`config.mk`:
```
export PLATFORM = sky130hd
export DESIGN_NAME = bts_blend_flat
export DESIGN_NICKNAME = d
export VERILOG_FILES = /design/src/hdl/bts_pkg.sv /design/src/hdl/bts_if.sv /design/src/hdl/bts_blend.sv /design/src/flat_wrapper.sv
export SDC_FILE = /design/constraint.sdc
export NUM_CORES = 2
export LEC_CHECK = 0
export ABC_AREA = 1
export BUFFER_PORTS_ARGS = -buffer_cell sky130_fd_sc_hd__clkbuf_2
export CAP_MARGIN = 10
export CORE_MARGIN = 2
export CORE_UTILIZATION = 60
export CTS_BUF_LIST = sky130_fd_sc_hd__clkbuf_8 sky130_fd_sc_hd__clkbuf_16
export DETAILED_ROUTE_END_ITERATION = 12
export GPL_TIMING_DRIVEN = 0
export MAX_ROUTING_LAYER = met4
export PLACE_DENSITY = 0.77
export SYNTH_ARGS = -nofsm -noshare
export SYNTH_HDL_FRONTEND = slang
export SYNTH_SLANG_ARGS = --single-unit
```
`constraint.sdc`:
```
create_clock -name clk -period 9.3 [get_ports clk]
set_input_delay 1.395 -clock clk [delete_from_list [all_inputs] [get_ports clk]]
set_output_delay 1.395 -clock clk [all_outputs]
set_load 0.01 [all_outputs]
```
`src/hdl/bts_pkg.sv`:
```
// bilinear texture sampler: shared types, constants and per-axis helper functions
// no dependencies
`default_nettype none
package bts_pkg;

  localparam int MAX_WIDTH       = 256;
  localparam int MAX_HEIGHT      = 256;
  localparam int COORD_FRAC_BITS = 16;
  localparam int COORD_W         = 24;
  localparam int SIZE_W          = 9;
  localparam int IDX_W           = 8;
  localparam int ADDR_W          = 16;
  localparam int TEX_DEPTH       = MAX_WIDTH * MAX_HEIGHT;
  localparam int OPND_W          = COORD_FRAC_BITS + 1;
  localparam int POS_W           = OPND_W + SIZE_W;

  localparam logic signed [COORD_W-1:0] COORD_ONE = COORD_W'(1 << COORD_FRAC_BITS);

  localparam logic [1:0] WRAP_TILE  = 2'd0;
  localparam logic [1:0] WRAP_TRANS = 2'd2;

  localparam logic [2:0] REG_WIDTH    = 3'd0;
  localparam logic [2:0] REG_HEIGHT   = 3'd1;
  localparam logic [2:0] REG_LAYER    = 3'd2;
  localparam logic [2:0] REG_FALLBACK = 3'd3;
  localparam logic [2:0] REG_CHANNELS = 3'd4;

  localparam logic [2:0] CHANNELS_RGB = 3'd3;

  typedef enum logic [1:0] {
    KIND_WRITE,
    KIND_SAMPLE,
    KIND_HIDDEN,
    KIND_CLEAR
  } kind_t;

  typedef struct packed {
    kind_t            kind;
    logic [IDX_W-1:0] x0;
    logic [IDX_W-1:0] x1;
    logic [IDX_W-1:0] y0;
    logic [IDX_W-1:0] y1;
    logic [7:0]       fx;
    logic [7:0]       fy;
    logic [ADDR_W-1:0] waddr;
    logic [31:0]      wdata;
  } fetch_req_t;

  typedef struct packed {
    kind_t       kind;
    logic [7:0]  fx;
    logic [7:0]  fy;
    logic [31:0] t00;
    logic [31:0] t10;
    logic [31:0] t01;
    logic [31:0] t11;
  } blend_item_t;

  // zero acts as one, anything above the maximum acts as the maximum
  function automatic logic [SIZE_W-1:0] eff_size(input logic [SIZE_W-1:0] s,
                                                 input logic [SIZE_W-1:0] maxv);
    logic [SIZE_W-1:0] r;
    begin
      if (s == '0) r = SIZE_W'(1);
      else if (s > maxv) r = maxv;
      else r = s;
      return r;
    end
  endfunction

  // repeat keeps the fraction only: floor(frac*size) is already the wrapped index
  function automatic logic [OPND_W-1:0] axis_operand(input logic signed [COORD_W-1:0] c,
                                                     input logic [1:0] mode);
    logic [OPND_W-1:0] r;
    begin
      if (mode == WRAP_TILE) r = {1'b0, c[COORD_FRAC_BITS-1:0]};
      else if (c[COORD_W-1]) r = '0;
      else if (c > COORD_ONE) r = OPND_W'(COORD_ONE);
      else r = c[OPND_W-1:0];
      return r;
    end
  endfunction

  function automatic logic outside_unit(input logic signed [COORD_W-1:0] c,
                                        input logic [1:0] mode);
    return (mode == WRAP_TRANS) && (c[COORD_W-1] || (c > COORD_ONE));
  endfunction

  // returns {i0, i1}
  function automatic logic [2*IDX_W-1:0] index_pair(input logic [SIZE_W-1:0] a,
                                                    input logic [SIZE_W-1:0] size,
                                                    input logic rep);
    logic [SIZE_W-1:0] last;
    logic [SIZE_W-1:0] i0;
    logic [SIZE_W-1:0] i1;
    begin
      last = size - SIZE_W'(1);
      if (rep) begin
        i0 = a;
        i1 = (a == last) ? '0 : a + SIZE_W'(1);
      end else begin
        i0 = (a > last) ? last : a;
        i1 = (a >= last) ? last : a + SIZE_W'(1);
      end
      return {i0[IDX_W-1:0], i1[IDX_W-1:0]};
    end
  endfunction

endpackage
`default_nettype wire

```
`src/hdl/bts_if.sv`:
```
// bilinear texture sampler: sample/write, result and configuration channels
// depends on bts_pkg
`default_nettype none


interface bts_out_if;
  logic       valid;
  logic       ready;
  logic [7:0] red;
  logic [7:0] green;
  logic [7:0] blue;
  logic [7:0] alpha;
  modport source (output valid, red, green, blue, alpha, input ready);
  modport sink   (input valid, red, green, blue, alpha, output ready);
endinterface

`default_nettype wire

```
`src/hdl/bts_blend.sv`:
```
// bilinear blend: horizontal pass, vertical pass with rounding, result select
// depends on bts_pkg, bts_if
`default_nettype none
module bts_blend
  import bts_pkg::*;
(
  input  wire logic        clk,
  input  wire logic        rst_n,
  input  wire logic        in_valid,
  output logic             in_ready,
  input  wire blend_item_t in_item,
  input  wire logic [31:0] fallback_color,
  input  wire logic [2:0]  channel_count,
  bts_out_if.source        out_ch
);

  logic       en5, en6;
  logic       v5_r, v6_r;
  kind_t      kind5_r;
  logic [7:0] fy5_r;
  logic [15:0] h0_r [4];
  logic [15:0] h1_r [4];
  logic [15:0] h0_nxt [4];
  logic [15:0] h1_nxt [4];
  logic [8:0]  wx0, wx1, wy0, wy1;
  logic [7:0]  mix [4];
  logic [31:0] res_nxt, res_r;

  assign en6      = !v6_r || out_ch.ready;
  assign en5      = !v5_r || en6;
  assign in_ready = en5;

  assign wx1 = {1'b0, in_item.fx};
  assign wx0 = 9'd256 - wx1;
  assign wy1 = {1'b0, fy5_r};
  assign wy0 = 9'd256 - wy1;

  always_comb begin
    logic [16:0] p0, p1;
    for (int c = 0; c < 4; c++) begin
      p0 = 17'(in_item.t00[8*c +: 8]) * 17'(wx0) + 17'(in_item.t10[8*c +: 8]) * 17'(wx1);
      p1 = 17'(in_item.t01[8*c +: 8]) * 17'(wx0) + 17'(in_item.t11[8*c +: 8]) * 17'(wx1);
      h0_nxt[c] = p0[15:0];
      h1_nxt[c] = p1[15:0];
    end
  end

  always_ff @(posedge clk) begin
    if (!rst_n) begin
      v5_r <= 1'b0;
    end else if (en5) begin
      v5_r <= in_valid;
    end
    if (en5) begin
      kind5_r <= in_item.kind;
      fy5_r   <= in_item.fy;
      h0_r    <= h0_nxt;
      h1_r    <= h1_nxt;
    end
  end

  always_comb begin
    logic [24:0] acc;
    for (int c = 0; c < 4; c++) begin
      acc = 25'(h0_r[c]) * 25'(wy0) + 25'(h1_r[c]) * 25'(wy1) + 25'd32768;
      mix[c] = acc[23:16];
    end
  end

  always_comb begin
    case (kind5_r)
      KIND_HIDDEN: res_nxt = fallback_color;
      KIND_SAMPLE: begin
        res_nxt = {mix[3], mix[2], mix[1], mix[0]};
        if (channel_count == CHANNELS_RGB) res_nxt[31:24] = 8'hff;
      end
      default:     res_nxt = '0;
    endcase
  end

  always_ff @(posedge clk) begin
    if (!rst_n) begin
      v6_r <= 1'b0;
    end else if (en6) begin
      v6_r <= v5_r;
    end
    if (en6) begin
      res_r <= res_nxt;
    end
  end

  assign out_ch.valid = v6_r;
  assign out_ch.red   = res_r[7:0];
  assign out_ch.green = res_r[15:8];
  assign out_ch.blue  = res_r[23:16];
  assign out_ch.alpha = res_r[31:24];

endmodule
`default_nettype wire

```
`src/flat_wrapper.sv`:
```
// flat-port wrapper written by rule: the top's interface ports become plain ports
module bts_blend_flat import bts_pkg::*;
  (clk, rst_n, in_valid, in_ready, in_item, fallback_color, channel_count, out_ch_valid, out_ch_red, out_ch_green, out_ch_blue, out_ch_alpha, out_ch_ready);
  bts_out_if out_ch_i ();
  input  wire logic clk;
  input  wire logic rst_n;
  input  wire logic in_valid;
  output logic in_ready;
  input  wire blend_item_t in_item;
  input  wire logic [31:0] fallback_color;
  input  wire logic [2:0] channel_count;
  output wire logic [$bits(out_ch_i.valid)-1:0] out_ch_valid;
  output wire logic [$bits(out_ch_i.red)-1:0] out_ch_red;
  output wire logic [$bits(out_ch_i.green)-1:0] out_ch_green;
  output wire logic [$bits(out_ch_i.blue)-1:0] out_ch_blue;
  output wire logic [$bits(out_ch_i.alpha)-1:0] out_ch_alpha;
  input wire logic [$bits(out_ch_i.ready)-1:0] out_ch_ready;
  assign out_ch_valid = out_ch_i.valid;
  assign out_ch_red = out_ch_i.red;
  assign out_ch_green = out_ch_i.green;
  assign out_ch_blue = out_ch_i.blue;
  assign out_ch_alpha = out_ch_i.alpha;
  assign out_ch_i.ready = out_ch_ready;
  bts_blend u_core (.clk(clk), .rst_n(rst_n), .in_valid(in_valid), .in_ready(in_ready), .in_item(in_item), .fallback_color(fallback_color), .channel_count(channel_count), .out_ch(out_ch_i));
endmodule
```
==> flow_summary.html <==
<table>
<tr><th>Metric</th><th>Value</th></tr>
<tr><th colspan="2">Outcome</th></tr>
<tr><td>Run status</td><td>finished, violations left</td></tr>
<tr><td>Violated checks</td><td>max-capacitance violations, max-slew violations</td></tr>
<tr><th colspan="2">Timing</th></tr>
<tr><td>Final hold viol count</td><td>0</td></tr>
<tr><td>Final critical-path required period</td><td>9.23 ns</td></tr>
<tr><td>Max Fclk</td><td>roughly 0.11 GHz</td></tr>
<tr><td>Worst clock skew</td><td>0.0264 ns</td></tr>
<tr><td>Total of endpoints with negative setup slack in the final report</td><td>0</td></tr>
<tr><td>Minimum hold slack</td><td>0.508 ns</td></tr>
<tr><td>Period utilisation layout</td><td>0.992</td></tr>
<tr><td>Rel. slew slack</td><td>-0.0216</td></tr>
<tr><td>Worst slew pin tran</td><td>1.53 ns</td></tr>
<tr><td>Final slew viol count</td><td>11</td></tr>
<tr><th colspan="2">Global routing</th></tr>
<tr><td>Met3 Resource Use GR</td><td>0.0954</td></tr>
<tr><td>Most crowded layer after global routing</td><td>met2</td></tr>
<tr><td>Routing usage on met1</td><td>0.496</td></tr>
<tr><td>Via count of the first global-routing pass</td><td>67100</td></tr>
<tr><td>GRT overflow</td><td>0</td></tr>
<tr><td>Pin count of the biggest net entering global routing</td><td>69</td></tr>
<tr><td>Antenna violations before repair</td><td>16</td></tr>
<tr><td>Wire length of the first global-routing pass</td><td>between 300000 and 400000 um</td></tr>
<tr><td>Met2 usage</td><td>0.619</td></tr>
<tr><td>Global-route total usage across every layer</td><td>0.413</td></tr>
<tr><th colspan="2">Drt</th></tr>
<tr><td>DRC violations left</td><td>0</td></tr>
<tr><td>Detail Route Antenna Nets</td><td>0</td></tr>
<tr><td>Vias post-DR</td><td>64200</td></tr>
<tr><td>Starting DRT DRC Count</td><td>roughly 5900</td></tr>
<tr><td>Routed via count divided by cell count</td><td>5.38</td></tr>
<tr><td>WL/cell</td><td>21.9 um</td></tr>
<tr><td>DRT Wirelength</td><td>261000 um</td></tr>
<tr><td>Number of optimization iterations in the first detailed-route pass</td><td>6</td></tr>
<tr><th colspan="2">Logic synthesis</th></tr>
<tr><td>Flop and latch count out of synthesis</td><td>172</td></tr>
<tr><td>Share of synthesized area occupied by flip-flops and latches</td><td>0.0652</td></tr>
<tr><td>Library cell occupying the most area in the post-synthesis netlist</td><td>sky130_fd_sc_hd__fa_1</td></tr>
<tr><td>Count of mapped cells out of synthesis</td><td>9969</td></tr>
<tr><td>Number of warnings reported in the yosys synthesis log</td><td>0</td></tr>
<tr><td>Share of the synthesized area in the top cell type</td><td>0.428</td></tr>
<tr><td>Average size of a mapped cell</td><td>7.91 um2</td></tr>
<tr><td>EDFF count, synth</td><td>between 150 and 200</td></tr>
<tr><td>Largest cells by area after synthesis</td><td>sky130_fd_sc_hd__fa_1 (43%), sky130_fd_sc_hd__inv_1 (16%), sky130_fd_sc_hd__ha_1 (14%)</td></tr>
<tr><td>Fraction of synthesis flops using an asynchronous set or reset pin</td><td>0</td></tr>
<tr><td>Yosys cell types</td><td>39</td></tr>
<tr><td>Synthesized netlist net count</td><td>12700</td></tr>
<tr><td>Most used flip-flop cell after synthesis</td><td>sky130_fd_sc_hd__edfxtp_1</td></tr>
<tr><td>Post-synthesis instance area</td><td>between 0.07 and 0.08 mm2</td></tr>
<tr><th colspan="2">Critical path</th></tr>
<tr><td>Worst path most repeated cell</td><td>sky130_fd_sc_hd__fa_1</td></tr>
<tr><td>Worst Reg-to-Reg Cells</td><td>29</td></tr>
<tr><td>Slowest Stage Delay on Critical Path</td><td>0.62 ns</td></tr>
<tr><td>Critical register-to-register path startpoint</td><td>u_core.fy5_r[0]</td></tr>
<tr><td>Critical path fanouts, max</td><td>10</td></tr>
<tr><td>Type of the setup path with the least slack</td><td>in -&gt; reg</td></tr>
<tr><td>Capture point of the worst reg-to-reg path</td><td>u_core.res_r[24]</td></tr>
<tr><td>Element type at the critical path end</td><td>register</td></tr>
<tr><td>Element type at the critical path start</td><td>input port</td></tr>
<tr><td>Crit path launch</td><td>in_item[137]</td></tr>
<tr><td>Signal arrival time at the worst endpoint</td><td>9.49 ns</td></tr>
<tr><td>Worst reg-to-reg setup slack</td><td>0.21 ns</td></tr>
<tr><td>Cell with the biggest individual delay on the critical path</td><td>sky130_fd_sc_hd__buf_2</td></tr>
<tr><td>Required time of the worst setup path</td><td>9.56 ns</td></tr>
<tr><th colspan="2">Min path</th></tr>
<tr><td>Hold WC Path Type</td><td>reg -&gt; reg</td></tr>
<tr><td>HP Start</td><td>u_core.v5_r</td></tr>
<tr><td>Worst hold path cell count</td><td>2</td></tr>
<tr><td>End of the worst hold path</td><td>u_core.out_ch.valid</td></tr>
<tr><th colspan="2">CTS</th></tr>
<tr><td>Clock slew seen by the registers of the worst setup and hold paths</td><td>roughly 0.07 ns</td></tr>
<tr><td>H-tree lvl count</td><td>4</td></tr>
<tr><td>Skew-Pair Late Insertion Delay</td><td>0.55 ns</td></tr>
<tr><td>Number of sinks handled by clock tree synthesis</td><td>172</td></tr>
<tr><td>CTS Root Buffer Type</td><td>sky130_fd_sc_hd__clkbuf_16</td></tr>
<tr><td>Number of buffers added by the clock tree synthesis step</td><td>17</td></tr>
<tr><td>Bufs on Longest Clock Path</td><td>2</td></tr>
<tr><td>Clock tree from TritonCTS</td><td>yes</td></tr>
<tr><td>Count of hold-fix buffers inserted at cts</td><td>0</td></tr>
<tr><th colspan="2">Floorplanning</th></tr>
<tr><td>Vertical extent of the die</td><td>367 um</td></tr>
<tr><td>I/O pins</td><td>219</td></tr>
<tr><td>Effective utilization at floorplan</td><td>0.602</td></tr>
<tr><td>Area of the core</td><td>0.131 mm2</td></tr>
<tr><td>Number of cell rows</td><td>133</td></tr>
<tr><td>Die Width</td><td>367 um</td></tr>
<tr><td>Die outline area</td><td>0.134 mm2</td></tr>
<tr><th colspan="2">Placed design</th></tr>
<tr><td>HPWL after detailed placement</td><td>223000 um</td></tr>
<tr><td>Count of port buffers added during placement</td><td>135</td></tr>
<tr><td>Final Wtd Congestion</td><td>1.08</td></tr>
<tr><th colspan="2">Finish</th></tr>
<tr><td>Area growth from synthesis to layout</td><td>5.04%</td></tr>
<tr><td>Post-layout nets</td><td>12900</td></tr>
<tr><td>Layout cell share with drive strength beyond 1</td><td>0.0359</td></tr>
<tr><th colspan="2">Run</th></tr>
<tr><td>Max Cap Violations</td><td>1</td></tr>
</table>
## flip-flops by register name, summed over array words and instances (netlist names)
name and cells:
u_core.h0_r 64, u_core.h1_r 64, u_core.res_r 32, u_core.fy5_r 8, u_core.kind5_r 2, u_core.out_ch.valid 1, u_core.v5_r 1
## worst max-delay path by stage
stage,depth (start not counted),endpoint,slack (ns)
finish,29,u_core.h0_r[61],0.07
global route,28,u_core.h1_r[61],-0.003
CTS,29,u_core.res_r[24],0.01
detailed placement,26,u_core.h1_r[63],-2.59
global placement,27,u_core.h1_r[61],-2.59
floorplan,30,u_core.h0_r[14],1.65
## cell type report
| cell class | instances | area [um2] |
|---|---|---|
| flip-flops and latches | 172 | 5140 |
| plain buffers | 384 | 1670 |
| well taps | 1755 | 2200 |
| clock buffers | 17 | 425 |
| multi-input cells | 6080 | 59700 |
| clock inverters | 15 | 193 |
| repair buffers | 156 | 1030 |
| inverters | 3331 | 12500 |
| diodes | 18 | 45.0 |
| fillers | 11700 | 48100 |
## timing repair
| action | 4_1_cts | 5_1_grt |
|---|---|---|
| gates resized for setup | 15 | 36 |
| buffers inserted | 1 | 0 |
| endpoints found under the setup margin | 111 | 62 |
## kinds of logic after synthesis
family,share of synthesized area
buffers and inverters,0.179
AND/OR/NAND/NOR,0.147
adder cells (fa/ha/maj),0.563
AO/OA/AOI/OAI,0.0257
XOR/XNOR,0.0192
flip-flops,0.0652
## synthesized netlist by cell type (28+ instances only)
cell type and count:
sky130_fd_sc_hd__buf_1 45, sky130_fd_sc_hd__nor2_1 570, sky130_fd_sc_hd__nand4_1 34, sky130_fd_sc_hd__a21oi_1 209, sky130_fd_sc_hd__inv_1 3325, sky130_fd_sc_hd__ha_1 852, sky130_fd_sc_hd__fa_1 1688, sky130_fd_sc_hd__clkbuf_1 201
sky130_fd_sc_hd__nand3_1 147, sky130_fd_sc_hd__a21o_1 28, sky130_fd_sc_hd__nand2_1 2203, sky130_fd_sc_hd__xor2_1 96, sky130_fd_sc_hd__edfxtp_1 170, sky130_fd_sc_hd__o21ai_0 90, sky130_fd_sc_hd__xnor2_1 77, sky130_fd_sc_hd__clkbuf_2 129
## cell usage in the layout (no fill, tap or decap), types with 4 or more instances in the layout
master	count
sky130_fd_sc_hd__buf_4	5
sky130_fd_sc_hd__xnor2_1	77
sky130_fd_sc_hd__nand2_1	2197
sky130_fd_sc_hd__diode_2	18
sky130_fd_sc_hd__buf_2	11
sky130_fd_sc_hd__buf_1	40
sky130_fd_sc_hd__a21oi_1	209
sky130_fd_sc_hd__nand2_2	6
sky130_fd_sc_hd__a21o_1	28
sky130_fd_sc_hd__clkbuf_16	17
sky130_fd_sc_hd__nor3_1	23
sky130_fd_sc_hd__buf_16	4
sky130_fd_sc_hd__nor2_1	569
sky130_fd_sc_hd__edfxtp_1	170
sky130_fd_sc_hd__clkbuf_2	272
sky130_fd_sc_hd__a21boi_0	10
sky130_fd_sc_hd__o2111ai_1	8
sky130_fd_sc_hd__xor2_1	95
sky130_fd_sc_hd__o21ai_0	90
sky130_fd_sc_hd__inv_1	3324
sky130_fd_sc_hd__clkbuf_1	186
sky130_fd_sc_hd__buf_8	16
sky130_fd_sc_hd__or2_2	5
sky130_fd_sc_hd__ha_1	852
sky130_fd_sc_hd__nand3b_1	7
sky130_fd_sc_hd__nand4_1	34
sky130_fd_sc_hd__o21bai_1	8
sky130_fd_sc_hd__nand3_1	146
sky130_fd_sc_hd__a31oi_1	9
sky130_fd_sc_hd__fa_1	1688
sky130_fd_sc_hd__clkinv_8	7
## per-layer routing
metal | wire length (um) | vias up
met5 | 0 | -
met4 | 23200 | 0
met3 | 28700 | 877
met2 | 115000 | 3409
met1 | 94300 | 31600
li1 | - | 28400
## stage by stage
step                setup WS [ns]  std cells  instance area, um2  TNS [ns]  utilization
floorplan                    1.65       9969               78900         0            -
global placement            -2.59      11900               81800   -168.34        0.624
detailed placement          -2.59      11900               82100   -159.10        0.627
CTS                       0.00984      11900               82700         0        0.632
global route             -0.00308      11900               82900  -0.00308        0.633
finish                     0.0705      11900               82900         0        0.633
## worst max-delay path: cells and delay by family
family | cells | cell delay [ns]
XOR/XNOR | 1 | 0.48
buffers and inverters | 10 | 2.56
AO/OA/AOI/OAI | 3 | 0.60
AND/OR/NAND/NOR | 7 | 0.88
adder cells (fa/ha/maj) | 8 | 3.54
Power is left out: the tool's default activity adds up to more than one toggle a clock period on the data nets, which glitch-free logic cannot reach.
