[config.mk]
export PLATFORM = sky130hd
export DESIGN_NAME = bts_coord_flat
export DESIGN_NICKNAME = d
export VERILOG_FILES = /design/src/hdl/bts_pkg.sv /design/src/hdl/bts_if.sv /design/src/hdl/bts_coord.sv /design/src/flat_wrapper.sv
export SDC_FILE = /design/constraint.sdc
export NUM_CORES = 1
export LEC_CHECK = 0
export BUFFER_PORTS_ARGS = -buffer_cell sky130_fd_sc_hd__buf_4
export CAP_MARGIN = 15
export CORE_MARGIN = 5
export CORE_UTILIZATION = 62
export CTS_BUF_LIST = sky130_fd_sc_hd__clkbuf_8
export CTS_CLUSTER_SIZE = 10
export DETAILED_ROUTE_END_ITERATION = 16
export PLACE_DENSITY = 0.81
export REMOVE_ABC_BUFFERS = 1
export SLEW_MARGIN = 20
export SYNTH_ARGS = -nofsm -noshare
export SYNTH_HDL_FRONTEND = slang
export SYNTH_SLANG_ARGS = --single-unit
[constraint.sdc]
create_clock -name clk -period 5.3 [get_ports clk]
set_input_delay 0.53 -clock clk [delete_from_list [all_inputs] [get_ports clk]]
set_output_delay 0.53 -clock clk [all_outputs]
set_load 0.02 [all_outputs]
[src/hdl/bts_pkg.sv]
// bilinear texture sampler: shared types, constants and per-axis helper functions
// no dependencies
`default_nettype none
package bts_pkg;

  localparam int MAX_WIDTH       = 256;
  localparam int MAX_HEIGHT      = 256;
  localparam int COORD_FRAC_BITS = 16;
  localparam int COORD_W         = 24;
  localparam int SIZE_W          = 9;
  localparam int IDX_W           = 8;
  localparam int ADDR_W          = 16;
  localparam int TEX_DEPTH       = MAX_WIDTH * MAX_HEIGHT;
  localparam int OPND_W          = COORD_FRAC_BITS + 1;
  localparam int POS_W           = OPND_W + SIZE_W;

  localparam logic signed [COORD_W-1:0] COORD_ONE = COORD_W'(1 << COORD_FRAC_BITS);

  localparam logic [1:0] WRAP_TILE  = 2'd0;
  localparam logic [1:0] WRAP_TRANS = 2'd2;

  localparam logic [2:0] REG_WIDTH    = 3'd0;
  localparam logic [2:0] REG_HEIGHT   = 3'd1;
  localparam logic [2:0] REG_LAYER    = 3'd2;
  localparam logic [2:0] REG_FALLBACK = 3'd3;
  localparam logic [2:0] REG_CHANNELS = 3'd4;

  localparam logic [2:0] CHANNELS_RGB = 3'd3;

  typedef enum logic [1:0] {
    KIND_WRITE,
    KIND_SAMPLE,
    KIND_HIDDEN,
    KIND_CLEAR
  } kind_t;

  typedef struct packed {
    kind_t            kind;
    logic [IDX_W-1:0] x0;
    logic [IDX_W-1:0] x1;
    logic [IDX_W-1:0] y0;
    logic [IDX_W-1:0] y1;
    logic [7:0]       fx;
    logic [7:0]       fy;
    logic [ADDR_W-1:0] waddr;
    logic [31:0]      wdata;
  } fetch_req_t;

  typedef struct packed {
    kind_t       kind;
    logic [7:0]  fx;
    logic [7:0]  fy;
    logic [31:0] t00;
    logic [31:0] t10;
    logic [31:0] t01;
    logic [31:0] t11;
  } blend_item_t;

  // zero acts as one, anything above the maximum acts as the maximum
  function automatic logic [SIZE_W-1:0] eff_size(input logic [SIZE_W-1:0] s,
                                                 input logic [SIZE_W-1:0] maxv);
    logic [SIZE_W-1:0] r;
    begin
      if (s == '0) r = SIZE_W'(1);
      else if (s > maxv) r = maxv;
      else r = s;
      return r;
    end
  endfunction

  // repeat keeps the fraction only: floor(frac*size) is already the wrapped index
  function automatic logic [OPND_W-1:0] axis_operand(input logic signed [COORD_W-1:0] c,
                                                     input logic [1:0] mode);
    logic [OPND_W-1:0] r;
    begin
      if (mode == WRAP_TILE) r = {1'b0, c[COORD_FRAC_BITS-1:0]};
      else if (c[COORD_W-1]) r = '0;
      else if (c > COORD_ONE) r = OPND_W'(COORD_ONE);
      else r = c[OPND_W-1:0];
      return r;
    end
  endfunction

  function automatic logic outside_unit(input logic signed [COORD_W-1:0] c,
                                        input logic [1:0] mode);
    return (mode == WRAP_TRANS) && (c[COORD_W-1] || (c > COORD_ONE));
  endfunction

  // returns {i0, i1}
  function automatic logic [2*IDX_W-1:0] index_pair(input logic [SIZE_W-1:0] a,
                                                    input logic [SIZE_W-1:0] size,
                                                    input logic rep);
    logic [SIZE_W-1:0] last;
    logic [SIZE_W-1:0] i0;
    logic [SIZE_W-1:0] i1;
    begin
      last = size - SIZE_W'(1);
      if (rep) begin
        i0 = a;
        i1 = (a == last) ? '0 : a + SIZE_W'(1);
      end else begin
        i0 = (a > last) ? last : a;
        i1 = (a >= last) ? last : a + SIZE_W'(1);
      end
      return {i0[IDX_W-1:0], i1[IDX_W-1:0]};
    end
  endfunction

endpackage
`default_nettype wire

[src/hdl/bts_if.sv]
// bilinear texture sampler: sample/write, result and configuration channels
// depends on bts_pkg
`default_nettype none
interface bts_in_if;
  import bts_pkg::*;
  logic                      valid;
  logic                      ready;
  logic                      op;
  logic signed [COORD_W-1:0] coord_u;
  logic signed [COORD_W-1:0] coord_v;
  logic [1:0]                u_wrap;
  logic [1:0]                v_wrap;
  logic [15:0]               texel_index;
  logic [31:0]               texel_word;
  modport source (output valid, op, coord_u, coord_v, u_wrap, v_wrap, texel_index,
                  texel_word, input ready);
  modport sink   (input valid, op, coord_u, coord_v, u_wrap, v_wrap, texel_index,
                  texel_word, output ready);
endinterface

`default_nettype wire

[src/hdl/bts_coord.sv]
// coordinate stages: clamp/wrap, scale by texture size, texel indices and weights
// depends on bts_pkg, bts_if
`default_nettype none
module bts_coord
  import bts_pkg::*;
(
  input  wire logic              clk,
  input  wire logic              rst_n,
  bts_in_if.sink                 in_ch,
  input  wire logic [SIZE_W-1:0] tex_width,
  input  wire logic [SIZE_W-1:0] tex_height,
  input  wire logic              layer_visible,
  output logic                   out_valid,
  input  wire logic              out_ready,
  output fetch_req_t             out_req
);

  logic en1, en2, en3;

  // stage 1
  logic              v1_r;
  kind_t             kind1_r, kind1_nxt;
  logic [OPND_W-1:0] mu1_r, mv1_r;
  logic [SIZE_W-1:0] w1_r, h1_r;
  logic              ru1_r, rv1_r;
  logic [ADDR_W-1:0] waddr1_r;
  logic [31:0]       wdata1_r;

  // stage 2
  logic              v2_r;
  kind_t             kind2_r;
  logic [POS_W-1:0]  pu2_r, pv2_r;
  logic [SIZE_W-1:0] w2_r, h2_r;
  logic              ru2_r, rv2_r;
  logic [ADDR_W-1:0] waddr2_r;
  logic [31:0]       wdata2_r;

  // stage 3
  logic              v3_r;
  fetch_req_t        req3_r, req3_nxt;
  logic [SIZE_W-1:0] w3_r, h3_r;

  logic [2*IDX_W-1:0] xp, yp;

  assign en3 = !v3_r || out_ready;
  assign en2 = !v2_r || en3;
  assign en1 = !v1_r || en2;
  // no word is taken while reset holds the valid bits low
  assign in_ch.ready = en1 && rst_n;

  always_comb begin
    if (!in_ch.op) kind1_nxt = KIND_WRITE;
    else if (!layer_visible) kind1_nxt = KIND_HIDDEN;
    else if (outside_unit(in_ch.coord_u, in_ch.u_wrap) ||
             outside_unit(in_ch.coord_v, in_ch.v_wrap)) kind1_nxt = KIND_CLEAR;
    else kind1_nxt = KIND_SAMPLE;
  end

  always_ff @(posedge clk) begin
    if (!rst_n) begin
      v1_r <= 1'b0;
    end else if (en1) begin
      v1_r <= in_ch.valid;
    end
    if (en1) begin
      kind1_r  <= kind1_nxt;
      mu1_r    <= axis_operand(in_ch.coord_u, in_ch.u_wrap);
      mv1_r    <= axis_operand(in_ch.coord_v, in_ch.v_wrap);
      w1_r     <= eff_size(tex_width, SIZE_W'(MAX_WIDTH));
      h1_r     <= eff_size(tex_height, SIZE_W'(MAX_HEIGHT));
      ru1_r    <= (in_ch.u_wrap == WRAP_TILE);
      rv1_r    <= (in_ch.v_wrap == WRAP_TILE);
      waddr1_r <= in_ch.texel_index;
      wdata1_r <= in_ch.texel_word;
    end
  end

  always_ff @(posedge clk) begin
    if (!rst_n) begin
      v2_r <= 1'b0;
    end else if (en2) begin
      v2_r <= v1_r;
    end
    if (en2) begin
      kind2_r  <= kind1_r;
      pu2_r    <= POS_W'(mu1_r) * POS_W'(w1_r);
      pv2_r    <= POS_W'(mv1_r) * POS_W'(h1_r);
      w2_r     <= w1_r;
      h2_r     <= h1_r;
      ru2_r    <= ru1_r;
      rv2_r    <= rv1_r;
      waddr2_r <= waddr1_r;
      wdata2_r <= wdata1_r;
    end
  end

  assign xp = index_pair(pu2_r[COORD_FRAC_BITS +: SIZE_W], w2_r, ru2_r);
  assign yp = index_pair(pv2_r[COORD_FRAC_BITS +: SIZE_W], h2_r, rv2_r);

  always_comb begin
    req3_nxt.kind  = kind2_r;
    req3_nxt.x0    = xp[2*IDX_W-1:IDX_W];
    req3_nxt.x1    = xp[IDX_W-1:0];
    req3_nxt.y0    = yp[2*IDX_W-1:IDX_W];
    req3_nxt.y1    = yp[IDX_W-1:0];
    req3_nxt.fx    = pu2_r[COORD_FRAC_BITS-1 -: 8];
    req3_nxt.fy    = pv2_r[COORD_FRAC_BITS-1 -: 8];
    req3_nxt.waddr = waddr2_r;
    req3_nxt.wdata = wdata2_r;
  end

  always_ff @(posedge clk) begin
    if (!rst_n) begin
      v3_r <= 1'b0;
    end else if (en3) begin
      v3_r <= v2_r;
    end
    if (en3) begin
      req3_r <= req3_nxt;
      w3_r   <= w2_r;
      h3_r   <= h2_r;
    end
  end

  assign out_valid = v3_r;
  assign out_req   = req3_r;

  a_x_in_range: assert property (@(posedge clk) disable iff (!rst_n)
    v3_r && req3_r.kind == KIND_SAMPLE |->
      SIZE_W'(req3_r.x0) < w3_r && SIZE_W'(req3_r.x1) < w3_r)
    else $error("column index beyond texture width");

  a_y_in_range: assert property (@(posedge clk) disable iff (!rst_n)
    v3_r && req3_r.kind == KIND_SAMPLE |->
      SIZE_W'(req3_r.y0) < h3_r && SIZE_W'(req3_r.y1) < h3_r)
    else $error("row index beyond texture height");

  a_x_neighbor: assert property (@(posedge clk) disable iff (!rst_n)
    v3_r && req3_r.kind == KIND_SAMPLE |->
      req3_r.x1 == req3_r.x0 + IDX_W'(1) || req3_r.x1 == req3_r.x0 || req3_r.x1 == '0)
    else $error("right texel is not a neighbor of the left one");

endmodule
`default_nettype wire

[src/flat_wrapper.sv]
// flat-port wrapper written by rule: the top's interface ports become plain ports
module bts_coord_flat import bts_pkg::*;
  (clk, rst_n, tex_width, tex_height, layer_visible, out_valid, out_ready, out_req, in_ch_valid, in_ch_op, in_ch_coord_u, in_ch_coord_v, in_ch_u_wrap, in_ch_v_wrap, in_ch_texel_index, in_ch_texel_word, in_ch_ready);
  bts_in_if in_ch_i ();
  input  wire logic clk;
  input  wire logic rst_n;
  input  wire logic [SIZE_W-1:0] tex_width;
  input  wire logic [SIZE_W-1:0] tex_height;
  input  wire logic layer_visible;
  output logic out_valid;
  input  wire logic out_ready;
  output fetch_req_t out_req;
  input wire logic [$bits(in_ch_i.valid)-1:0] in_ch_valid;
  input wire logic [$bits(in_ch_i.op)-1:0] in_ch_op;
  input wire logic [$bits(in_ch_i.coord_u)-1:0] in_ch_coord_u;
  input wire logic [$bits(in_ch_i.coord_v)-1:0] in_ch_coord_v;
  input wire logic [$bits(in_ch_i.u_wrap)-1:0] in_ch_u_wrap;
  input wire logic [$bits(in_ch_i.v_wrap)-1:0] in_ch_v_wrap;
  input wire logic [$bits(in_ch_i.texel_index)-1:0] in_ch_texel_index;
  input wire logic [$bits(in_ch_i.texel_word)-1:0] in_ch_texel_word;
  output wire logic [$bits(in_ch_i.ready)-1:0] in_ch_ready;
  assign in_ch_i.valid = in_ch_valid;
  assign in_ch_i.op = in_ch_op;
  assign in_ch_i.coord_u = in_ch_coord_u;
  assign in_ch_i.coord_v = in_ch_coord_v;
  assign in_ch_i.u_wrap = in_ch_u_wrap;
  assign in_ch_i.v_wrap = in_ch_v_wrap;
  assign in_ch_i.texel_index = in_ch_texel_index;
  assign in_ch_i.texel_word = in_ch_texel_word;
  assign in_ch_ready = in_ch_i.ready;
  bts_coord u_core (.clk(clk), .rst_n(rst_n), .in_ch(in_ch_i), .tex_width(tex_width), .tex_height(tex_height), .layer_visible(layer_visible), .out_valid(out_valid), .out_ready(out_ready), .out_req(out_req));
endmodule
==> impl_metrics.json, run 1 <==
{
  "status": "finished, final reports clean",
  "cts_sinks": 309,
  "ys_warn_count": 0,
  "max_freq_mhz": 201,
  "utilization_pct": 72.8,
  "hold_end": "u_core.wdata1_r[2]",
  "clock_latency_ns": 0.59,
  "antenna_found_initial": 0,
  "vias": 12900,
  "slew_headroom_pct": 35.4,
  "synth-simple-area-share_pct": 13.0,
  "num_antenna_cells": 0,
  "seq_area_um2": 9250,
  "cp.required_ns": 5.62,
  "dp_hpwl_um": 32100,
  "peakVddDrop_uv": 158,
  "synth-compound-area-share_pct": 4.94,
  "synthXorXnorAreaFrac_pct": 2.72,
  "synth_top_cell_area_share_pct": 45.2,
  "synthAdderAreaFrac_pct": 27.0,
  "power_leakage_nw": 11.0,
  "clock_skew_ns": 0.0298,
  "setup_viol": 0,
  "cts_tree": "done",
  "htreeDepth": 2,
  "final_common_cell": "edfxtp_1",
  "synth_top_family_by_area": "adder cells",
  "die_height_um": 191,
  "synth_top_area_cell": "edfxtp_1",
  "ff2ff_setup_slack_ns": 0.32,
  "worstSetupStartpointType": "flip-flop",
  "synth_mux_area_share_pct": 0.843,
  "endpoint_kind": "flip-flop",
  "critPathArrivalTime_ns": 5.29,
  "post-route-period-util_pct": 93.9,
  "post_drt_wl_per_cell_um": 17.3,
  "clk_path_buf_depth": 3,
  "fillers": 2242,
  "hp-class": "in -> reg",
  "power.total_mw": 6.36,
  "cts.clk_slew.worst_paths_ns": 0.06,
  "floorplan.initialDensity_pct": 62.6,
  "drtIter0Drc": 987,
  "yosysSeqAreaShare_pct": 45.5,
  "drtPass1Iterations": 6,
  "postPlaceCellArea_um2": 22500,
  "crit_type": "reg -> reg",
  "port_buffers": 223,
  "synthTopCellsByArea": "edfxtp_1 (45%), fa_1 (20%), ha_1 (6.5%)",
  "viasPerCell": 5.35,
  "path_max_fanout": 18,
  "synthFlopType": "edfxtp_1",
  "synth_cells": 1658,
  "final_cell_mix": "edfxtp_1 (306), inv_1 (301), buf_4 (251)",
  "overflow": 0,
  "final_area_um2": 23600,
  "place.gp.congestion": 0.899,
  "ios": 224,
  "hold_path_depth": 1,
  "rsz0062_at_grt": "no",
  "power_density_nw_per_um2": 269,
  "fp.dieW_um": 191,
  "grt_pass1_vias": 13400,
  "grt_usage_pct": 23.3,
  "tightestPinTransition_ns": 0.966,
  "drv_cap": 0,
  "synth_edf_count": 306,
  "period_needed_ns": 4.98,
  "area_growth_pct": 16.3,
  "numCtsBuffers": 48,
  "async_flop_share_pct": 0,
  "num-nets-final": 2364,
  "grt_max_degree": 74,
  "cts_root_buf": "clkbuf_8",
  "syn_area_um2": 20300,
  "drc": 0,
  "multi_input_area_um2": 9880,
  "drv_slew": 0,
  "rr_startpoint": "u_core.w1_r[6]",
  "core-area_um2": 32500,
  "hp-start": "in_ch_texel_word[2]",
  "drive_gt1_share_pct": 17.5,
  "rr_endpoint": "u_core.pu2_r[24]",
  "yosysUniqueCellTypes": 67,
  "grt_pass1_wl_um": 67800,
  "hold_viol_final": 0,
  "ys_ff_latch": 309,
  "tns_ns": 0,
  "routed_wirelength_um": 41600,
  "num_rows": 66,
  "worstRegToRegCells": 14,
  "postSynthAreaPerCell_um2": 12.3,
  "ant_nets": 0,
  "cts_hold_buffers": 0,
  "die_area_um2": 36500
}
-- critical path: stages (launching register included) --
cell	delay (ns)
edfxtp_1	0.68
and2_1	0.31
fa_1	0.55
fa_1	0.43
fa_1	0.50
inv_1	0.05
fa_1	0.48
inv_1	0.04
ha_1	0.40
nand4_2	0.18
a2111oi_4	0.37
and2_1	0.22
a41oi_2	0.13
a311oi_2	0.30
xnor2_1	0.09
-- cells in the mapped netlist (5+ instances only) --
library cell,instances
xor2_1,13
o21bai_1,5
and3_1,6
o22ai_1,16
edfxtp_1,306
inv_1,283
clkbuf_1,34
nor2_1,31
ha_1,106
xnor2_1,50
nor2b_1,39
nand3_1,20
nor4_1,16
and2_1,176
o21ai_0,17
a21oi_1,31
o21a_1,7
nand2_1,161
nor3_1,15
nand4_1,10
fa_1,208
a211oi_1,8
a21o_1,14
mux2i_1,16
-- flip-flops by register name, summed over array words and instances, names as in the netlist, 16 cells and up --
name	flops
u_core.waddr2_r	16
u_core.pu2_r	17
u_core.out_req	98
u_core.wdata1_r	32
u_core.mu1_r	17
u_core.wdata2_r	32
u_core.mv1_r	17
u_core.waddr1_r	16
u_core.pv2_r	17
-- kinds of logic after synthesis --
family | after synthesis
AO/OA/AOI/OAI | 136
flip-flops | 309
XOR/XNOR | 63
adder cells (fa/ha/maj) | 314
AND/OR/NAND/NOR | 498
multiplexers | 17
buffers and inverters | 321
-- timing repair --
action | CTS | global route
resized for setup | 0 | 1
hold endpoints to repair | 0 | 0
setup buffers | 0 | 29
setup endpoints to repair | 0 | 8
-- routing by layer --
metal / routed length (µm) / up-vias / GRT usage, %
li1: - / 6011 / -
met1: 17900 / 6190 / 34.0
met2: 18900 / 592 / 36.5
met3: 3970 / 71 / 4.86
met4: 786 / 0 / 5.86
met5: 0 / - / 0
-- stage by stage --
stage	setup slack [ns]	cells	hold WS (ns)
finish	0.323	2403	0.135
global placement	0.326	2289	0.400
detailed placement	0.242	2289	0.405
floorplan	0.461	1620	0.400
CTS	0.237	2374	0.0826
global route	0.0332	2403	0.0899
-- final cells by class --
| type | instances | area share [%] |
|---|---|---|
| Clock buffer | 53 | 3.09 |
| Clock inverter | 32 | 0.746 |
| Inverter | 283 | 4.50 |
| Multi-Input combinational cell | 1028 | 41.8 |
| Sequential cell | 309 | 39.1 |
| Tap cell | 442 | 2.34 |
| Timing Repair Buffer | 256 | 8.39 |
-- worst max-delay path by stage --
stage | startpoint | end | slack, ns | cells past startpoint
floorplan | out_ready | in_ch_ready | 0.46 | 3
finish | u_core.w1_r[6] | u_core.pu2_r[24] | 0.32 | 14
detailed placement | u_core.w1_r[0] | u_core.pu2_r[23] | 0.24 | 15
global route | u_core.h1_r[6] | u_core.pv2_r[14] | 0.03 | 13
CTS | u_core.w1_r[0] | u_core.pu2_r[17] | 0.24 | 15
global placement | u_core.h1_r[0] | u_core.pv2_r[14] | 0.33 | 14
-- power by group --
part / internal [mW] / switching [mW] / total (mW)
clock network: 0.971 / 0.898 / 1.87
logic: 0.577 / 0.750 / 1.33
registers: 3.00 / 0.159 / 3.16
total: 4.55 / 1.81 / 6.36
(Power assumes the default switching activity.)
==> run 2, diff against run 1 <==
--- a/config.mk
+++ b/config.mk
@@ -15,2 +15,3 @@
 export PLACE_DENSITY = 0.81
+export RECOVER_POWER = 50
 export REMOVE_ABC_BUFFERS = 1
==> constraint.sdc (replaced) <==
create_clock -name clk -period 5.3 [get_ports clk]
set_input_delay 0.795 -clock clk [delete_from_list [all_inputs] [get_ports clk]]
set_output_delay 0.795 -clock clk [all_outputs]
set_load 0.02 [all_outputs]
==> impl_metrics.json, run 2 (synthesis gave the netlist of run 1 again) <==
{
  "worstSetupPathDepth": 13,
  "grt_pass1_vias": 13600,
  "tightestPinTransition_ns": 2.75,
  "crit_top_cell": "fa_1",
  "grtUsageMet2_pct": 37.3,
  "endpoint_kind": "flip-flop",
  "final_cell_mix": "edfxtp_1 (306), inv_1 (302), fa_1 (208)",
  "clock_latency_ns": 0.60,
  "clock_skew_ns": 0.0419,
  "multi_input_area_um2": 9880,
  "cts.clk_slew.worst_paths_ns": 0.08,
  "hold_viol_final": 0,
  "max_freq_mhz": 197,
  "drtIter0Drc": 948,
  "overflow": 0,
  "crit_family": "adder cells",
  "critPathArrivalTime_ns": 5.42,
  "ff2ff_setup_slack_ns": 0.24,
  "die_height_um": 191,
  "ant_nets": 0,
  "antenna_found_initial": 0,
  "vias": 12900,
  "cp_slowest_cell": "edfxtp_1",
  "largest_reg_flops": 98,
  "port_buffers": 223,
  "drive_gt1_share_pct": 16.1,
  "cp.required_ns": 5.66,
  "place.gp.congestion": 0.899,
  "final_common_cell": "edfxtp_1",
  "worstRegToRegCells": 13,
  "htreeDepth": 2,
  "cts_root_buf": "clkbuf_8",
  "violations": "capacitance limit, slew limit",
  "grt_max_degree": 74,
  "grt_pass1_wl_um": 68900,
  "tns_ns": 0,
  "path_cells": "and2_1 -> fa_1 -> fa_1 -> fa_1 -> inv_1 -> fa_1 -> inv_1 -> ha_1 -> a21oi_1 -> o221ai_1 -> o21ai_0 -> nand2_1 -> o311ai_0",
  "num-nets-final": 2354,
  "routed_wirelength_um": 42100,
  "endpoint": "u_core.pv2_r[14]",
  "hp-class": "reg -> reg",
  "power_leakage_nw": 10.9,
  "area_growth_pct": 15.9,
  "path_buf_inv": 2,
  "core-area_um2": 32500,
  "use_met3_pct": 4.89,
  "status": "finished with violations",
  "clk_path_buf_depth": 3,
  "post-route-period-util_pct": 95.5,
  "drtPass1Iterations": 5,
  "num_rows": 66,
  "final_area_um2": 23600,
  "cp-startpoint": "u_core.h1_r[5]",
  "post_cts_resized": 0,
  "hp-start": "u_core.pv2_r[15]",
  "period_needed_ns": 5.06,
  "numCtsBuffers": 48,
  "num_antenna_cells": 0,
  "dp_hpwl_um": 32200,
  "cts_tree": "done",
  "max_stage_delay_ns": 0.83,
  "viasPerCell": 5.38,
  "cts_hold_buffers": 0,
  "cts_sinks": 309,
  "peakVddDrop_uv": 154,
  "worstSetupStartpointType": "flip-flop",
  "floorplan.initialDensity_pct": 62.6,
  "postPlaceCellArea_um2": 22500,
  "crit_type": "reg -> reg",
  "rsz0062_at_grt": "no",
  "fp.dieW_um": 191,
  "rr_endpoint": "u_core.pv2_r[14]",
  "drv_slew": 101,
  "seq_area_um2": 9250,
  "rr_startpoint": "u_core.h1_r[5]",
  "drv_cap": 2,
  "ios": 224,
  "use_met1_pct": 34.1,
  "setup_viol": 0,
  "drc": 0,
  "grt_usage_pct": 23.6,
  "path_max_fanout": 18,
  "power_density_nw_per_um2": 273,
  "post_drt_wl_per_cell_um": 17.6,
  "busiest_layer": "met2",
  "die_area_um2": 36500,
  "slew_headroom_pct": -83.3,
  "fillers": 2239
}
## run 2: changes by cell type in the layout (fill, tap and decap cells not counted), sizes merged
cell	before	now
buf	256	184
bufinv	1	4
clkbuf	53	112
## run 2: per-layer routing
layer	vias to the layer above	wire length [µm]
met5	-	0
met2	556	19200
met4	0	927
met3	85	3790
met1	6236	18300
li1	5987	-
## run 2: where the power goes
group          total, mW  internal (mW)  switching, mW
logic               1.31          0.566          0.743
registers           3.17           3.00          0.171
clock network       1.95           1.07          0.882
## run 2: timing repair
action | in CTS | in global routing
buffers inserted | 0 | 18
endpoints found under the hold margin | 0 | 0
setup endpoints to repair | 0 | 8
## run 2: through the flow
step | instances | hold WS [ns] | util (%) | setup slack [ns] | total power [mW]
after floorplan | 1620 | 0.400 | - | -0.0689 | 3.97
after global placement | 2290 | 0.400 | 69.2 | 0.325 | 4.46
after detailed placement | 2290 | 0.405 | 69.2 | 0.226 | 4.52
after CTS | 2375 | 0.358 | 72.1 | 0.199 | 6.50
after global routing | 2393 | 0.376 | 72.6 | 0.0109 | 6.80
final | 2393 | 0.412 | 72.6 | 0.236 | 6.44
## run 2: worst reg2reg max path, stage by stage, from the launching register on
cell	delay (ns)
edfxtp_1	0.83
and2_1	0.26
fa_1	0.44
fa_1	0.51
fa_1	0.49
inv_1	0.05
fa_1	0.47
inv_1	0.04
ha_1	0.34
a21oi_1	0.26
o221ai_1	0.25
o21ai_0	0.36
nand2_1	0.17
o311ai_0	0.36
## run 2: cell type report
cell class	instances	share of cell area, %
clock buffers	50	2.92
repair buffers	246	7.93
flip-flops and latches	309	39.3
well taps	442	2.35
inverters	283	4.51
clock inverters	35	1.10
multi-input cells	1028	41.9
## run 2: worst min-delay path by stage
stage / to / slack (ns) / depth (start not counted)
global placement: u_core.out_req[21] / 0.40 / 0
finish: u_core.out_req[55] / 0.41 / 0
floorplan: u_core.kind2_r[0] / 0.40 / 0
global route: u_core.wdata1_r[2] / 0.38 / 1
CTS: u_core.wdata1_r[1] / 0.36 / 1
detailed placement: u_core.out_req[11] / 0.40 / 0
==> run 3, diff against run 2 <==
- CTS_BUF_LIST: sky130_fd_sc_hd__clkbuf_8 -> sky130_fd_sc_hd__clkbuf_4 sky130_fd_sc_hd__clkbuf_8
- PLACE_DENSITY: 0.81 -> 0.87
==> impl_metrics.json, run 3 (synthesis gave the netlist of run 1 again) <==
{
  "use_met1_pct": 34.5,
  "grtUsageMet2_pct": 39.1,
  "die_area_um2": 36500,
  "power_leakage_nw": 10.9,
  "clock_latency_ns": 0.56,
  "path_max_fanout": 18,
  "grt_max_degree": 106,
  "critPathArrivalTime_ns": 5.34,
  "hold_viol_final": 0,
  "final_common_cell": "edfxtp_1",
  "clk_path_buf_depth": 3,
  "hp-class": "reg -> reg",
  "port_buffers": 223,
  "cp_slowest_cell": "edfxtp_1",
  "internal_power_mw": 4.63,
  "endpoint_kind": "flip-flop",
  "num_antenna_cells": 0,
  "power_density_nw_per_um2": 273,
  "switchingPower_mw": 1.83,
  "grt_pass1_vias": 13800,
  "busiest_layer": "met2",
  "crit_type": "reg -> reg",
  "final_cell_mix": "edfxtp_1 (306), inv_1 (282), fa_1 (208)",
  "drive_gt1_share_pct": 17.9,
  "path_cells": "nand2_1 -> fa_1 -> inv_1 -> fa_1 -> fa_1 -> inv_1 -> fa_1 -> inv_1 -> ha_1 -> nand4_2 -> a2111oi_4 -> and2_1 -> a41oi_2 -> a311oi_2 -> xnor2_1",
  "core-area_um2": 32500,
  "violations": "capacitance limit, slew limit",
  "num-nets-final": 2369,
  "grt_usage_pct": 24.1,
  "overflow": 0,
  "cts_setup_buffers": 0,
  "drv_cap": 2,
  "viasPerCell": 5.43,
  "peakVddDrop_uv": 171,
  "clkPwrFrac_pct": 30.2,
  "drv_slew": 155,
  "clock_skew_ns": 0.0141,
  "vias": 13100,
  "floorplan.initialDensity_pct": 62.6,
  "switching_share_pct": 28.3,
  "drc": 0,
  "cts_root_buf": "clkbuf_8",
  "grt_pass1_wl_um": 70700,
  "cp.required_ns": 5.60,
  "max_freq_mhz": 199,
  "antenna_found_initial": 0,
  "utilization_pct": 72.9,
  "crit_top_cell": "fa_1",
  "crit_family": "adder cells",
  "dp.cells": 2288,
  "fp.dieW_um": 191,
  "htreeDepth": 2,
  "final_cell_count_no_fill": 2409,
  "tns_ns": 0,
  "use_met3_pct": 4.57,
  "rsz0062_at_grt": "no",
  "cts_tree": "done",
  "numCtsBuffers": 48,
  "max_stage_delay_ns": 0.73,
  "setup_viol": 0,
  "worstSetupStartpointType": "flip-flop",
  "largest_reg_flops": 98,
  "ios": 224,
  "place.gp.congestion": 0.892,
  "drtIter0Drc": 1009,
  "num_rows": 66,
  "slew_headroom_pct": -72.2,
  "cts.clk_slew.worst_paths_ns": 0.07,
  "status": "finished with violations",
  "die_height_um": 191,
  "cts_sinks": 309,
  "tightestPinTransition_ns": 2.58,
  "seqPwrFrac_pct": 49.1,
  "fillers": 2163,
  "drtPass1Iterations": 6,
  "hold_ws_ns": 0.407,
  "post_drt_wl_per_cell_um": 17.8,
  "dp_hpwl_um": 32600,
  "path_buf_inv": 3,
  "ant_nets": 0,
  "p_comb_share_pct": 20.7,
  "post-route-period-util_pct": 95.0,
  "cts_hold_buffers": 0,
  "period_needed_ns": 5.04,
  "post_cts_resized": 0,
  "area_growth_pct": 16.5,
  "routed_wirelength_um": 42900
}
==> run 3: layer usage <==
metal / up-vias / part of all wire (%)
li1: 6016 / -
met1: 6386 / 42
met2: 600 / 47
met3: 83 / 8.8
met4: 0 / 2.1
met5: - / 0
==> run 3: area by class of cell <==
class	instances	area, µm²	area share [%]
Multi-Input combinational cell	1028	9880	41.7
Timing Repair Buffer	261	1970	8.34
Clock buffer	61	764	3.23
Tap cell	442	553	2.34
Inverter	283	1060	4.49
Clock inverter	25	186	0.788
Sequential cell	309	9250	39.1
==> run 3: path summary, 6_finish.rpt <==
path	start	end	slack (ns)	depth (start not counted)
worst min register to register	u_core.wdata1_r[29]	u_core.wdata2_r[29]	0.41	0
worst max-delay path	u_core.w1_r[3]	u_core.pu2_r[24]	0.26	15
worst max register to register	u_core.w1_r[3]	u_core.pu2_r[24]	0.26	15
worst min-delay path	u_core.wdata1_r[29]	u_core.wdata2_r[29]	0.41	0
==> run 3: per-stage QoR <==
stage	cell area [µm²]	total power [mW]	worst slack, ns
3_3_place_gp	22500	4.46	0.393
4_1_cts	23400	6.50	0.267
2_1_floorplan	20200	3.97	-0.0689
3_5_place_dp	22500	4.53	0.259
6_report	23700	6.46	0.263
5_1_grt	23700	6.82	0.0106
==> run 3: power by group through the flow <==
stage	combinational, mW	clock, mW	sequential, mW
5_1_grt	1.48	2.15	3.20
6_report	1.34	1.95	3.17
3_3_place_gp	1.24	0	3.22
2_1_floorplan	0.629	0	3.34
3_5_place_dp	1.29	0	3.24
4_1_cts	1.30	2.02	3.19
